===== src/rtl/htsc_pkg.sv =====
// Package for the host table with sequence check.
// Holds table geometry, command and status codes, and controller interface structs.
// No dependencies.
`default_nettype none
package htsc_pkg;
  localparam int unsigned TableSize = 256;
  localparam int unsigned SlotW = $clog2(TableSize);
  localparam int unsigned AddrW = SlotW + 1;
  localparam int unsigned CfgDataW = 31;

  typedef enum logic [1:0] {
    CmdLookup  = 2'd0,
    CmdEnter   = 2'd1,
    CmdReceive = 2'd2,
    CmdSend    = 2'd3
  } cmd_e;

  typedef enum logic [1:0] {
    StFound    = 2'd0,
    StInserted = 2'd1,
    StMissing  = 2'd2,
    StFull     = 2'd3
  } status_e;

  localparam logic CfgStride = 1'b0;
  localparam logic CfgIncarnation = 1'b1;

  typedef struct packed {
    logic load;
    logic rd;
    logic step;
    logic wr_ins;
    logic wr_seq;
    logic finish;
    logic present;
    status_e status;
  } ctrl_t;

  typedef struct packed {
    logic clearing;
    logic slot_valid;
    logic host_match;
    logic wrapped;
    logic seq_greater;
    cmd_e cmd;
  } stat_t;
endpackage
`default_nettype wire


===== src/rtl/htsc_ctrl.sv =====
// Controller state machine for the host table with sequence check.
// Sequences probe reads, inserts and result hand-off. Depends on htsc_pkg.
`default_nettype none
module htsc_ctrl import htsc_pkg::*; (
  input  wire   clk_i,
  input  wire   rst_ni,
  input  wire   in_valid_i,
  output logic  in_ready_o,
  input  wire   out_busy_i,
  input  stat_t stat_i,
  output ctrl_t ctrl_o
);
  typedef enum logic [4:0] {
    SIdle  = 5'b00001,
    SRead  = 5'b00010,
    SCheck = 5'b00100,
    SSeq   = 5'b01000,
    SDone  = 5'b10000
  } state_e;

  state_e state_q, state_d;

  always_ff @(posedge clk_i or negedge rst_ni) begin
    if (!rst_ni) begin
      state_q <= SIdle;
    end else begin
      state_q <= state_d;
    end
  end

  always_comb begin
    state_d = state_q;
    ctrl_o = '0;
    ctrl_o.status = StFound;
    in_ready_o = 1'b0;
    unique case (state_q)
      SIdle: begin
        in_ready_o = !stat_i.clearing;
        if (in_valid_i && !stat_i.clearing) begin
          ctrl_o.load = 1'b1;
          state_d = SRead;
        end
      end
      SRead: begin
        ctrl_o.rd = 1'b1;
        state_d = SCheck;
      end
      SCheck: begin
        if (!stat_i.slot_valid) begin
          if (stat_i.cmd == CmdLookup) begin
            ctrl_o.status = StMissing;
          end else begin
            ctrl_o.status = StInserted;
            ctrl_o.wr_ins = 1'b1;
          end
          state_d = (stat_i.cmd == CmdReceive) ? SSeq : SDone;
        end else if (stat_i.host_match) begin
          ctrl_o.status = StFound;
          state_d = (stat_i.cmd == CmdReceive) ? SSeq : SDone;
        end else if (stat_i.wrapped) begin
          ctrl_o.status = StFull;
          state_d = SDone;
        end else begin
          ctrl_o.step = 1'b1;
          state_d = SRead;
        end
        if (state_d != SRead) begin
          ctrl_o.finish = 1'b1;
        end
        if (state_d == SDone) begin
          ctrl_o.present = 1'b1;
        end
      end
      SSeq: begin
        ctrl_o.wr_seq = stat_i.seq_greater;
        ctrl_o.present = 1'b1;
        state_d = SDone;
      end
      SDone: begin
        if (!out_busy_i) begin
          state_d = SIdle;
        end
      end
      default: state_d = SIdle;
    endcase
  end
endmodule
`default_nettype wire


===== config.mk =====
export PLATFORM = sky130hd
export DESIGN_NAME = htsc_ctrl
export DESIGN_NICKNAME = d
export VERILOG_FILES = /design/src/rtl/htsc_pkg.sv /design/src/rtl/htsc_ctrl.sv
export SDC_FILE = /design/constraint.sdc
export NUM_CORES = 1
export LEC_CHECK = 0
export ABC_AREA = 1
export BUFFER_PORTS_ARGS = -buffer_cell sky130_fd_sc_hd__buf_2
export CAP_MARGIN = 20
export CORE_AREA = 2 2 39 41
export DETAILED_ROUTE_END_ITERATION = 10
export DIE_AREA = 0 0 41 43
export PLACE_DENSITY = 0.63
export SKIP_CTS_REPAIR_TIMING = 1
export SLEW_MARGIN = 40
export SYNTH_ARGS = -nofsm -noshare
export SYNTH_HDL_FRONTEND = slang
export SYNTH_SLANG_ARGS = --single-unit

===== constraint.sdc =====
create_clock -name clk_i -period 2 [get_ports clk_i]
set_clock_uncertainty 0.1 [all_clocks]
set_input_delay 0.4 -clock clk_i [delete_from_list [all_inputs] [get_ports clk_i]]
set_output_delay 0.4 -clock clk_i [all_outputs]
set_load 0.01 [all_outputs]

==> results.md <==
* First-pass GRT wire length at 1.41 mm
* Syn Area/Cell at 6.47 sq um
* H-tree Lvls at 1
* Vias in the first global route at 391
* Final hold viol count at 0
* Share of cells above drive strength 1 at 36.4%
* Die Y at 43 um
* Max_slew headroom at 85.1%
* Reg2Reg Launch Point: state_q[0]
* CP Class: reg -> out
* Seq/Total Area, Yosys at 31.0%
* Dominant synthesized flop cell: dfrtp_1
* Setup crit start: state_q[1]
* Clock latency on the worst-skew pair at 240 ps
* DRT Wirelength at 855 um
* Post-synth cell types at 17
* FF-to-FF setup slack at 670 ps
* 1st-iter DRT viols at 8
* Main area contributors after synthesis: dfrtp_1, nor2_1, inv_1
* Crit-path max FO at 7
* Syn Inst Count at 63
* Total Power at 0.581 mW
* Status: completed
* Setup-failing EPs final at 0
* Final Critical Period at 1890 ps
* # IOs at 21
* Synth top cells by count: nor2_1, inv_1, nand2_1
* Final period util at 94.5%
* Leak at 0.317 nW
* Fin Setup TNS at 0 ps
* TritonRoute pass-1 iters at 4
* Port Buffer Count at 20
* Bufs on Longest Clock Path at 2
* CP Data Required Time at 1500 ps
* CTS tree: built
* Largest Register: state_q
* ANT cells at 0
* Total global routing track utilization at 12.0%
* Worst hold-check path type: in -> reg
* Mapped Area at 408 sq um
* Most common cell in the synthesized netlist: nor2_1
* DR WL/cell at 8.22 um
* Max_cap viols at 0
* Core area at 1380 sq um
* Setup crit start kind: flip-flop
* Detail Placement HPWL at 761 um
* Top flop regs: state_q: 5 flops
* Area Overhead vs Synth at 38.3%
* Biggest area consumer among synthesized cells: dfrtp_1
* Clock Root Buffer: clkbuf_4
* Hold Crit Start: stat_i[0]
* PwrDens at 1030 nW/um^2
* CP Capture Type: output pin
* Syn nets at 74
* CTS sink count at 5
* Remaining Overflow, GRT at 0
* PnR worst setup slack at 111 ps
* CP arrival at 1390 ps
* Vias per Instance at 4.43
* Reg clk slew, reported paths at 40 ps
* Async S/R FF share, synth at 100%
* Synth top area share at 24.5%
* Synth Register Bits at 5
* DRC errors left at 0
* # nets final at 100
* EDFF count, synth at 0
* Syn. warnings at 0
* Peak VDD IR at 0.000380 V
* RSZ-0062 raised after global routing: no
* Max reg flops at 5
* Final slew viol count at 0
* Die Width at 41 um
* Initial antenna violation count at 0
* ANT nets after route at 0
* Fmax at 0.529 GHz
* Measured slew at the worst slew-check pin at 223 ps
* Num rows at 14
* Global placer's final weighted congestion at 0.711
* Setup slack at placement at 346 ps
* Via count at 461
* Initial Utilization at 29.5%
* Largest net degree at the start of global routing at 8
* Die footprint at 1760 sq um
* Total CTS buffers at 3
worst paths after layout:
check	endpoint	cells after the start
max in group asynchronous	state_q[0]	2
min reg2reg	state_q[2]	2
max reg2reg	state_q[1]	6
max	ctrl_o[0]	4
min	state_q[3]	3
min in group asynchronous	state_q[3]	2
routing by layer:
layer | global-route usage, % | routed length, um | up-vias
li1 | - | - | 248
met1 | 14.1 | 343 | 203
met2 | 18.1 | 477 | 10
met3 | 3.14 | 34 | 0
met4 | 8.00 | 0 | 0
met5 | 0 | 0 | -
layout by cell type (no fill, tap or decap), drive strengths merged:
master       instances
a21oi                4
nand3                3
buf                 20
dfstp                1
clkbuf               4
nand4                2
and2                 1
nand2               11
nand3b               2
o21ai                1
nor3                 2
dlygate4sd3          1
inv                 12
nor2                19
dfrtp                4
a211oi               1
layout make-up:
type,instances,area [sq um]
Inverter,12,45.0
Sequential cell,5,126
Clock buffer,4,26.3
Fill cell,153,820
Multi-Input combinational cell,46,236
Timing Repair Buffer,21,110
Tap cell,16,20.0
logic make-up (layout without fill, tap and decap cells):
family	count (synthesis)	after routing	synth area share, %
AND/OR/NAND/NOR	40	40	50.0
flip-flops	5	5	31.0
AO/OA/AOI/OAI	6	6	7.98
buffers and inverters	12	37	11.0
critical path, stage by stage, from the launching register on:
cell	delay (ps)
dfrtp_1	410
nor2_2	210
nand4_4	150
a211oi_1	210
buf_2	170
power breakdown:
part           switching, mW  total, mW  leakage [nW]  internal, mW
combinational          0.181      0.295         0.237         0.114
clock                 0.0378      0.113        0.0150        0.0752
sequential            0.0334      0.173        0.0647         0.140
total                  0.252      0.581         0.317         0.329
metrics by stage:
stage / hold slack [ps] / utilization [%] / area [sq um] / instances
6_report: 351 / 40.8 / 564 / 104
5_1_grt: 381 / 40.8 / 564 / 104
4_1_cts: -133 / 40.1 / 554 / 103
3_5_place_dp: 126 / 38.2 / 528 / 99
3_3_place_gp: 125 / 38.2 / 528 / 99
2_1_floorplan: 4.41 / - / 408 / 63
(Power assumes the default switching activity.)
